===== src/bmv_pkg.sv =====
// ----------------------------------------------------------------------------
// bmv_pkg
// Shared types and constants for the brace markup validator.
// ----------------------------------------------------------------------------
package bmv_pkg;

    localparam int MAX_TAG_LEN_DEF = 64;
    localparam int MAX_DEPTH_DEF   = 255;

    localparam logic [15:0] CODE_OPEN  = 16'h0002;
    localparam logic [15:0] CODE_CLOSE = 16'h0003;
    localparam logic [15:0] CH_BSLASH  = 16'h005C;
    localparam logic [15:0] CH_LBRACE  = 16'h007B;
    localparam logic [15:0] CH_RBRACE  = 16'h007D;
    localparam logic [15:0] CH_SLASH   = 16'h002F;
    localparam logic [15:0] CH_ZERO    = 16'h0030;
    localparam logic [15:0] CH_NINE    = 16'h0039;

    typedef struct packed {
        logic [15:0] char_code;
        logic        last;
    } t_in;

    typedef struct packed {
        logic        emit;
        logic [15:0] out_char;
        logic        error;
        logic        done_res;
        logic        ok;
    } t_out;

endpackage


===== src/brace_markup_validator.sv =====
// ----------------------------------------------------------------------------
// brace_markup_validator
// Checks and rewrites brace tag markup, one 16-bit character per beat.
// ----------------------------------------------------------------------------
// the result of an accepted beat is registered, in the skid register if the output stalls
// throughput: 1 character per cycle while o_ready is high; parse state updates in a single pass
// a skid register takes one extra beat while the output is stalled; o_ready is low while it is full
// reset: synchronous active-low i_rst_n clears parse state and the valid flags
// of both output registers; the block is ready as soon as reset is released
module brace_markup_validator #(
    parameter int MAX_TAG_LEN = bmv_pkg::MAX_TAG_LEN_DEF,
    parameter int MAX_DEPTH   = bmv_pkg::MAX_DEPTH_DEF
) (
    input  logic          i_clk,
    input  logic          i_rst_n,
    input  logic          i_valid,
    output logic          o_ready,
    input  bmv_pkg::t_in  i_data,
    output logic          o_valid,
    input  logic          i_ready,
    output bmv_pkg::t_out o_data
);

    localparam int LW = $clog2(MAX_TAG_LEN + 1);
    localparam int DW = $clog2(MAX_DEPTH + 1);
    localparam int CW = (LW > DW) ? LW : DW;
    localparam logic [LW-1:0] LEN_MAX   = LW'(MAX_TAG_LEN);
    localparam logic [DW-1:0] DEPTH_MAX = DW'(MAX_DEPTH);

    // parse state
    logic          r_in_tag, n_in_tag;
    logic          r_esc, n_esc;
    logic [LW-1:0] r_len, n_len;
    logic [LW-1:0] r_slashes, n_slashes;
    logic          r_first_digit, n_first_digit;
    logic [DW-1:0] r_depth, n_depth;
    logic          r_tag_seen, n_tag_seen;
    logic          r_err, n_err;

    // output register and skid
    logic          r_out_valid;
    bmv_pkg::t_out r_out;
    logic          r_skid_valid;
    bmv_pkg::t_out r_skid;

    bmv_pkg::t_out res;
    logic          push;
    logic          pop;
    logic [15:0]   ch;

    assign o_ready = !r_skid_valid;
    assign o_valid = r_out_valid;
    assign o_data  = r_out;
    assign push    = i_valid && o_ready;
    assign pop     = r_out_valid && i_ready;
    assign ch      = i_data.char_code;

    always_comb begin
        n_in_tag      = r_in_tag;
        n_esc         = r_esc;
        n_len         = r_len;
        n_slashes     = r_slashes;
        n_first_digit = r_first_digit;
        n_depth       = r_depth;
        n_tag_seen    = r_tag_seen;
        n_err         = r_err;
        res           = '0;

        if (!r_err) begin
            if (r_esc) begin
                n_esc = 1'b0;
                if (ch inside {bmv_pkg::CH_BSLASH, bmv_pkg::CH_LBRACE,
                               bmv_pkg::CH_RBRACE}) begin
                    res.emit     = 1'b1;
                    res.out_char = ch;
                end else begin
                    n_err = 1'b1;
                end
            end else if (!r_in_tag) begin
                if (ch == bmv_pkg::CH_BSLASH) begin
                    n_esc = 1'b1;
                end else if (ch == bmv_pkg::CH_LBRACE) begin
                    n_in_tag      = 1'b1;
                    n_len         = '0;
                    n_slashes     = '0;
                    n_first_digit = 1'b0;
                    res.emit      = 1'b1;
                    res.out_char  = bmv_pkg::CODE_OPEN;
                end else if (ch == bmv_pkg::CH_RBRACE) begin
                    n_err = 1'b1;
                end else begin
                    res.emit     = 1'b1;
                    res.out_char = ch;
                end
            end else begin
                if (ch == bmv_pkg::CH_BSLASH || ch == bmv_pkg::CH_LBRACE) begin
                    n_err = 1'b1;
                end else if (ch == bmv_pkg::CH_RBRACE) begin
                    // close tag: plain opens a level unless digit-led, each slash closes one
                    if (r_len == '0 || r_len >= LEN_MAX) begin
                        n_err = 1'b1;
                    end else if (r_slashes == '0) begin
                        if (!r_first_digit && r_depth >= DEPTH_MAX) begin
                            n_err = 1'b1;
                        end else begin
                            if (!r_first_digit) begin
                                n_depth = r_depth + DW'(1);
                            end
                            n_tag_seen = 1'b1;
                            n_in_tag   = 1'b0;
                        end
                    end else if (r_slashes == r_len) begin
                        if (CW'(r_slashes) > CW'(r_depth)) begin
                            n_err = 1'b1;
                        end else begin
                            n_depth  = DW'(CW'(r_depth) - CW'(r_slashes));
                            n_in_tag = 1'b0;
                        end
                    end else begin
                        n_err = 1'b1;
                    end
                    if (!n_err) begin
                        res.emit     = 1'b1;
                        res.out_char = bmv_pkg::CODE_CLOSE;
                    end
                end else begin
                    if (r_len == '0) begin
                        n_first_digit = (ch >= bmv_pkg::CH_ZERO) &&
                                        (ch <= bmv_pkg::CH_NINE);
                    end
                    if (r_len < LEN_MAX) begin
                        n_len = r_len + LW'(1);
                    end
                    if (ch == bmv_pkg::CH_SLASH && r_slashes < LEN_MAX) begin
                        n_slashes = r_slashes + LW'(1);
                    end
                    res.emit     = 1'b1;
                    res.out_char = ch;
                end
            end
        end

        res.done_res = i_data.last;
        if (i_data.last) begin
            // a trailing backslash has nothing to escape
            if (n_esc) begin
                n_err = 1'b1;
            end
            res.ok = !n_err && !n_in_tag && (n_depth == '0) && n_tag_seen;
        end
        res.error = n_err;

        if (i_data.last) begin
            n_in_tag      = 1'b0;
            n_esc         = 1'b0;
            n_len         = '0;
            n_slashes     = '0;
            n_first_digit = 1'b0;
            n_depth       = '0;
            n_tag_seen    = 1'b0;
            n_err         = 1'b0;
        end
    end

    always_ff @(posedge i_clk) begin
        if (!i_rst_n) begin
            r_in_tag      <= 1'b0;
            r_esc         <= 1'b0;
            r_len         <= '0;
            r_slashes     <= '0;
            r_first_digit <= 1'b0;
            r_depth       <= '0;
            r_tag_seen    <= 1'b0;
            r_err         <= 1'b0;
        end else if (push) begin
            r_in_tag      <= n_in_tag;
            r_esc         <= n_esc;
            r_len         <= n_len;
            r_slashes     <= n_slashes;
            r_first_digit <= n_first_digit;
            r_depth       <= n_depth;
            r_tag_seen    <= n_tag_seen;
            r_err         <= n_err;
        end
    end

    always_ff @(posedge i_clk) begin
        if (!i_rst_n) begin
            r_out_valid  <= 1'b0;
            r_skid_valid <= 1'b0;
        end else if (r_skid_valid) begin
            if (pop) begin
                r_out_valid  <= 1'b1;
                r_skid_valid <= 1'b0;
            end
        end else if (push) begin
            if (!r_out_valid || pop) begin
                r_out_valid <= 1'b1;
            end else begin
                r_skid_valid <= 1'b1;
            end
        end else if (pop) begin
            r_out_valid <= 1'b0;
        end
    end

    // payload side, no reset
    always_ff @(posedge i_clk) begin
        if (r_skid_valid) begin
            if (pop) begin
                r_out <= r_skid;
            end
        end else if (push) begin
            if (!r_out_valid || pop) begin
                r_out <= res;
            end else begin
                r_skid <= res;
            end
        end
    end

endmodule


===== config.mk =====
export PLATFORM = sky130hd
export DESIGN_NAME = brace_markup_validator
export DESIGN_NICKNAME = d
export VERILOG_FILES = /design/src/bmv_pkg.sv /design/src/brace_markup_validator.sv
export SDC_FILE = /design/constraint.sdc
export NUM_CORES = 1
export LEC_CHECK = 0
export BUFFER_PORTS_ARGS = -buffer_cell sky130_fd_sc_hd__buf_2
export CORE_MARGIN = 8
export CORE_UTILIZATION = 40
export DETAILED_ROUTE_END_ITERATION = 12
export SLEW_MARGIN = 10
export SYNTH_ARGS = -nofsm -noshare
export SYNTH_HDL_FRONTEND = slang
export SYNTH_SLANG_ARGS = --single-unit
export TNS_END_PERCENT = 30

===== constraint.sdc =====
create_clock -name i_clk -period 4.5 [get_ports i_clk]
set_clock_uncertainty 0.15 [all_clocks]
set_input_delay 0.45 -clock i_clk [delete_from_list [all_inputs] [get_ports i_clk]]
set_output_delay 0.45 -clock i_clk [all_outputs]
set_load 0.005 [all_outputs]

# Word level (Yosys, flattened, before mapping)

Cells that the tools add are included.

Register bits after elaboration: 69
Input bits: 21
Output and inout bits: 22
Logic and storage cells: 184

$add $sub $neg: 4
Magnitude comparators: 7
Eq/ne operators: 15
Multiplexer cells: 106
Bitwise operators: 2
Reductions and logical operators: 30

Operators by type and width:

| operator                                                                          | count |
|---|---|
| 17-bit 2-to-1 mux                                                                 | 10 |
| 7-bit 2-to-1 mux                                                                  | 16 |
| 8-bit 2-to-1 mux                                                                  | 12 |
| 20-bit 2-to-1 mux                                                                 | 4 |
| 1-bit 2-to-1 mux                                                                  | 64 |
| 16-bit by 7-bit == test with 1-bit output, second input constant                  | 3 |
| 8-bit AND reduction                                                               | 3 |
| 16-bit by 6-bit == test with 1-bit output, second input constant                  | 1 |
| 16-bit by 6-bit >= comparator with 1-bit output, second input constant            | 1 |
| 16-bit by 6-bit less-or-equal comparator with 1-bit output, second input constant | 1 |
| 7-bit by 1-bit adder with 7-bit output, second input constant                     | 2 |
| 7-bit logical NOT                                                                 | 2 |
| 7-bit < comparator, second input constant                                         | 2 |
| 3-bit by 2-bit != test with 1-bit output, second input constant                   | 4 |
| 3-bit != test, second input constant                                              | 3 |
| 3-bit AND reduction                                                               | 3 |
| 8-bit by 1-bit adder with 8-bit output, second input constant                     | 1 |
| 8-bit >= comparator, second input constant                                        | 1 |
| 7-bit by 8-bit greater-than comparator with 1-bit output                          | 1 |
| 1-bit logical AND                                                                 | 8 |
| 8-bit logical NOT                                                                 | 1 |
| 8-bit by 7-bit subtractor with 8-bit output                                       | 1 |
| 7-bit == test                                                                     | 1 |
| 7-bit >= comparator, second input constant                                        | 1 |
| other kinds (7)                                                                   | 18 |

# Logic depth before layout (Yosys ltp)

Gate-level depths: netlist (run 1).

Depth after elaboration: 25
Mapped depth: 12
Mapped depth without buffers: 12

# Worst setup path after synthesis (run 1)

No wires, ideal clock.

Kind: flip-flop to flip-flop
From: reg r_depth[0]
To: reg r_out, in the netlist o_data[2] (data pin)
Library setup time: 260 ps
Arrival time: 2713 ps
Slack: 1377 ps
Stages on the path, launching flop included: 13
Buffers on the path: 0
Path through: dfxtp_1 inv_1 ha_1 inv_1 fa_1 a211oi_1 or3_4 a211oi_4 a21boi_1 o311ai_2 a21oi_1 a211o_1 mux2_2

RTL lines:

| what                   | RTL line                      | RTL |
|---|---|---|
| from (decl)            | brace_markup_validator.sv:36  | `logic [DW-1:0] r_depth, n_depth;` |
| from (signal assigned) | brace_markup_validator.sv:181 | `r_depth <= n_depth;` |
| to (signal assigned)   | brace_markup_validator.sv:211 | `r_out <= r_skid;` |
| to (signal assigned)   | brace_markup_validator.sv:215 | `r_out <= res;` |
| to (decl)              | brace_markup_validator.sv:42  | `bmv_pkg::t_out r_out;` |

==> impl_metrics.csv, run 1 <==
group,metric,value,unit
die,num_rows,38,
die,start_util,0.403,
sta,fmax,0.287,GHz
synthesis,ys_seq_elements,69,
detailed_routing,viasPerCell,5.52,
synthesis,post_synth.cell_area_avg,10.1,um2
sta,period_share,0.775,
synthesis,ys_types,80,
placement,dp_hpwl,7800,um
clocking,h-tree-depth,3,
layout,stdcell_count,607,
sta,worstMarginPinSlew,1.08,ns
power,leakage,1.71,nW
detailed_routing,firstDrtPassIters,5,
synthesis,synth_commonest_cells,"edfxtp_1 (40), nor2_1 (35), dfxtp_1 (29), nand2_1 (27), and2_1 (20)",
setup_path,crit_arrival,3.45,ns
synthesis,yosys-top-cells-area,"edfxtp_1 (28%), dfxtp_1 (13%), mux2_2 (4.2%), ha_1 (3.8%), nor2_1 (3.0%)",
setup_path,worstPathMaxFanout,7,
clocking,cts_inserted_buffers,9,
setup_path,crit_start,"r_depth[0]",
synthesis,synthFlopType,"edfxtp_1",
synthesis,synth_edf_count,40,
global_routing,grt_first_pass_wirelength,17400,um
placement,io_buffers,42,
synthesis,synth.most_common_cell,"edfxtp_1",
die,die-area,0.0144,mm2
sta,rsz0062_at_grt,"no",
synthesis,synth_warnings,0,
global_routing,antenna_found_initial,0,
clocking,cts_setup_buffers,0,
clocking,ctsHoldBuffers,0,
worst_hold_path,hold-path-cell-count,3,
setup_path,required,4.47,ns
synthesis,synth_top_area_frac,0.279,
power,max-vdd-ir-drop,0.132,mV
worst_hold_path,hold_path.class,"in2reg",
synthesis,yosys.area.top_type,"edfxtp_1",
layout,fin_nets,497,
detailed_routing,wl_per_cell,17.5,um
layout,final.fill_count,1020,
status,outcome,"complete, no violations",
setup_path,crit_type,"reg2reg",
clocking,clk_latency,0.35,ns
power,total_power,0.00139,W
global_routing,grt_pass1_vias,3325,
sta,slew_viol_final,0,
detailed_routing,route.detailed.drc,0,
synthesis,synth_nets,460,
global_routing,grt_overflow_total,0,
detailed_routing,ant_nets,0,
layout,areaGrowthSynthToFinish,10.9,%
synthesis,ys_seq_area_frac,0.413,
die,die_x,120,um
layout,antenna_cells,0,
detailed_routing,num_vias,3348,
layout,drive_above_1_share,0.231,
layout,fin_util,0.447,
setup_path,cp-end-kind,"flop",
clocking,cts_num_sinks,69,
synthesis,syn_area,0.00431,mm2
sta,setup_viol,0,
setup_path,worstSetupEndpoint,"o_data[2]",
die,coreArea,0.0107,mm2
global_routing,grtUsageTotal,0.150,
setup_path,r2r_setup_slack,1.01,ns
placement,place.gp.congestion,0.898,
clocking,post_cts_resized,0,
sta,timing.slew.headroom,0.277,
setup_path,worst-r2r-cell-count,12,
sta,whs,0.211,ns
die,die_h,120,um
clocking,cts-root-buf,"clkbuf_8",
placement,dp_cells,591,
die,ios,43,
detailed_routing,drt_iter0_drc,277,
layout,seq_area,0.00178,mm2
layout,multi_input_area,0.00233,mm2
setup_path,critPathLaunchType,"flop",
sta,hold_violations,0,
sta,fin_setup_tns,0,ns
clocking,clockBufferDepth,2,
setup_path,rr_startpoint,"r_depth[0]",
clocking,cts_tree,"yes",
synthesis,syn_inst,425,
job,maxCapViolCount,0,
clocking,path_clk_slew,0.09,ns
setup_path,worstReg2RegEnd,"o_data[2]",
detailed_routing,drt-total-wl,10600,um
synthesis,synth_async_sr_flop_share,0,
power,p_per_area,290,mW/mm2
sta,min_period,3.49,ns
global_routing,grt_max_degree,21,
[sequential cells by signal (all words and copies together), names as in the netlist]
name	count
o_data	20
r_skid	20
r_depth	8
r_len	7
r_slashes	7
o_valid	1
r_err	1
r_esc	1
r_first_digit	1
r_in_tag	1
r_skid_valid	1
r_tag_seen	1
[power breakdown]
part | switching (W) | internal [W]
clock network | 0.000269 | 0.000264
registers | 0.00000806 | 0.000692
logic | 0.0000912 | 0.0000612
total | 0.000368 | 0.00102
[cells by family (layout without fill, tap and decap cells)]
kind of cell	count (synthesis)	count (layout)	synth area share
and+or+nand+nor	167	167	0.231
AOI/OAI and AO/OA	101	101	0.179
DFF	69	69	0.413
buffers and inverters	36	78	0.0476
xor gates and xnor gates	22	22	0.0447
muxes	16	16	0.0418
adders and majority gates	14	14	0.0424
[stage by stage]
stage | cell area (um2) | worst slack, ns
2_1_floorplan | 4310 | 1.38
3_3_place_gp | 4580 | 1.16
3_5_place_dp | 4580 | 1.05
4_1_cts | 4780 | 1.05
5_1_grt | 4780 | 0.785
6_report | 4780 | 1.01
[how the worst min path moves through the flow]
stage / from / slack [ns] / to
2_1_floorplan: r_tag_seen / 0.29 / r_tag_seen
3_3_place_gp: r_tag_seen / 0.30 / r_tag_seen
3_5_place_dp: r_tag_seen / 0.32 / r_tag_seen
4_1_cts: i_valid / 0.19 / r_skid_valid
5_1_grt: i_valid / 0.21 / r_skid_valid
6_report: i_valid / 0.21 / r_skid_valid
[routing by layer]
metal / GRT usage / up-vias / wire (um)
met4: 0.0500 / 0 / 125
met1: 0.185 / 1595 / 4840
met3: 0.0357 / 11 / 512
met5: 0 / - / 0
met2: 0.252 / 78 / 5150
li1: - / 1664 / -
[cell usage in the layout, fill, tap and decap left out, drive strengths merged, types with 5 or more instances in the layout]
cell,instances
buf,44
edfxtp,40
nor2,36
dfxtp,29
nand2,27
o21ai,24
and2,22
inv,21
a21oi,18
mux2,16
xnor2,15
nor2b,13
ha,13
nor3,13
nand4,11
clkbuf,9
a22oi,8
xor2,7
nand3,7
nor4,7
and3,6
and4,5
a21boi,5
or3,5
a211oi,5
[worst max-delay path, stage by stage (launching register included)]
cell	delay (ns)
dfxtp_1	0.41
inv_1	0.12
ha_1	0.19
inv_1	0.06
fa_1	0.22
a211oi_1	0.11
or3_4	0.40
a211oi_4	0.38
a21boi_1	0.15
o311ai_2	0.32
a21oi_1	0.18
a211o_1	0.31
mux2_2	0.26
[cell type report]
class	count	area share
inverters	18	0.0141
flip-flops and latches	69	0.373
well taps	140	0.0366
clock inverters	7	0.0170
repair buffers	44	0.0471
multi-input cells	320	0.487
clock buffers	9	0.0259
Note: power is estimated with default switching activity, not from simulation.
==> run 2, diff against run 1 <==
==> constraint.sdc (replaced) <==
create_clock -name i_clk -period 3.6 [get_ports i_clk]
set_clock_uncertainty 0.15 [all_clocks]
set_input_delay 0.36 -clock i_clk [delete_from_list [all_inputs] [get_ports i_clk]]
set_output_delay 0.36 -clock i_clk [all_outputs]
set_load 0.005 [all_outputs]
==> impl_metrics.csv, run 2 (same netlist as run 1, synthesis figures left out) <==
group,metric,value,unit
die,num_rows,38,
sta,setup_viol,0,
die,coreArea,0.0107,mm2
power,power_frac_comb,0.116,
setup_path,cp_top_family,"compound AO/OA/AOI/OAI gates",
setup_path,worst-r2r-cell-count,12,
layout,layout_commonest_cell,"buf_2",
global_routing,use_met3,0.0376,
setup_path,crit_start,"r_depth[0]",
global_routing,busiest_layer,"met2",
sta,period_share,0.952,
sta,slew_viol_final,0,
global_routing,antenna_found_initial,0,
clocking,cts_num_sinks,69,
clocking,clk_latency,0.36,ns
placement,dp_hpwl,8170,um
die,die_x,120,um
sta,worstMarginPinSlew,0.983,ns
power,p_per_area,353,mW/mm2
setup_path,critPathLaunchType,"flop",
setup_path,cp_common_cell,"inv_1",
detailed_routing,drt_iter0_drc,291,
global_routing,grt_pass1_vias,3462,
setup_path,worstPathMaxFanout,7,
die,ios,43,
global_routing,grt_max_degree,21,
setup_path,crit_type,"reg2reg",
layout,layout_common_cells,"buf_2 (42), edfxtp_1 (40), nor2_1 (33)",
setup_path,worstSetupEndpoint,"o_data[2]",
clocking,cts_inserted_buffers,9,
setup_path,worstSetupPathDepth,12,
power,p_clk_frac,0.376,
die,die-area,0.0144,mm2
global_routing,grtUsageTotal,0.155,
sta,min_period,3.43,ns
setup_path,cp_num_buf_inv,2,
sta,fin_setup_tns,0,ns
worst_hold_path,hold_path.class,"in2reg",
job,maxCapViolCount,0,
layout,antenna_cells,0,
placement,place.gp.congestion,0.953,
setup_path,crit_arrival,3.38,ns
die,die_h,120,um
setup_path,rr_startpoint,"r_depth[0]",
clocking,clockBufferDepth,2,
detailed_routing,firstDrtPassIters,5,
global_routing,grt_use_met1,0.185,
sta,hold_violations,0,
detailed_routing,drt-total-wl,10900,um
clocking,path_clk_slew,0.09,ns
clocking,cts_tree,"yes",
detailed_routing,num_vias,3461,
detailed_routing,ant_nets,0,
status,outcome,"complete, no violations",
detailed_routing,wl_per_cell,17.6,um
setup_path,path_cells,"inv_1 > ha_1 > inv_1 > fa_1 > a211oi_1 > or3_4 > a211oi_4 > a21boi_1 > o311ai_2 > a21oi_2 > a211o_1 > mux2_2",
global_routing,grt_overflow_total,0,
layout,fin_nets,508,
setup_path,required,3.55,ns
layout,areaGrowthSynthToFinish,12.9,%
global_routing,grt_first_pass_wirelength,18000,um
power,power.switching,0.000452,W
setup_path,slowest_stage,"or3_4",
detailed_routing,viasPerCell,5.60,
clocking,cts-root-buf,"clkbuf_8",
setup_path,slowest_delay,0.40,ns
power,seq_power_share,0.508,
clocking,h-tree-depth,3,
power,switching_share,0.263,
power,leakage,1.77,nW
detailed_routing,route.detailed.drc,0,
die,start_util,0.403,
clocking,ctsHoldBuffers,0,
placement,io_buffers,42,
layout,drive_above_1_share,0.257,
sta,fin_ws,0.174,ns
sta,fmax,0.292,GHz
setup_path,cp-end-kind,"flop",
sta,timing.slew.headroom,0.344,
setup_path,worstReg2RegEnd,"o_data[2]",
power,max-vdd-ir-drop,0.168,mV
placement,post-place-ws,0.150,ns
setup_path,r2r_setup_slack,0.17,ns
global_routing,met2_usage,0.263,
power,p_int,0.00127,W
## run 2: cell count changes in the layout (fill, tap and decap cells not counted), sizes merged
cell,before,now
clkinv,2,4
inv,21,19
buf,44,55
## run 2: worst min-delay path by stage
stage               startpoint            to  cells past startpoint
floorplan           r_tag_seen    r_tag_seen                      2
CTS                    i_valid  r_skid_valid                      3
detailed placement  r_tag_seen    r_tag_seen                      2
finish                 i_ready  r_skid_valid                      4
global placement    r_tag_seen    r_tag_seen                      2
global route           i_ready  r_skid_valid                      4
## run 2: power groups by stage
stage	logic, W	clock network [W]	registers, W
6_report	0.000200	0.000646	0.000874
5_1_grt	0.000219	0.000694	0.000877
4_1_cts	0.000201	0.000661	0.000874
3_5_place_dp	0.000200	0	0.000893
3_3_place_gp	0.000199	0	0.000892
2_1_floorplan	0.000124	0	0.000894
## run 2: timing repair
| item | CTS | global route |
|---|---|---|
| gates resized for setup | 0 | 4 |
| endpoints found under the setup margin | 0 | 3 |
| setup buffers | 0 | 1 |
## run 2: per-stage QoR
step / hold slack (ns) / instances / utilization / total power [W] / instance area, um2
after floorplan: 0.287 / 425 / - / 0.00102 / 4310
after global placement: 0.307 / 601 / 0.435 / 0.00109 / 4650
after detailed placement: 0.314 / 601 / 0.435 / 0.00109 / 4650
after CTS: 0.128 / 617 / 0.453 / 0.00174 / 4850
after global routing: 0.172 / 618 / 0.455 / 0.00179 / 4860
final: 0.142 / 618 / 0.455 / 0.00172 / 4860
## run 2: tightest hold or removal path, stage by stage
cell     delay, ns
buf_2         0.09
nand2_1       0.05
nand2_1       0.06
nor2_1        0.04
## run 2: area by class of cell
cell class	instances	area (um2)
well taps	140	175
fillers	1026	5830
flip-flops and latches	69	1780
repair buffers	55	308
clock inverters	7	73.8
multi-input cells	320	2330
inverters	18	67.6
clock buffers	9	124
## run 2: routing by layer
layer / share of wire / vias to the layer above
li1: - / 1679
met1: 0.44 / 1654
met2: 0.48 / 102
met3: 0.051 / 26
met4: 0.029 / 0
met5: 0 / -
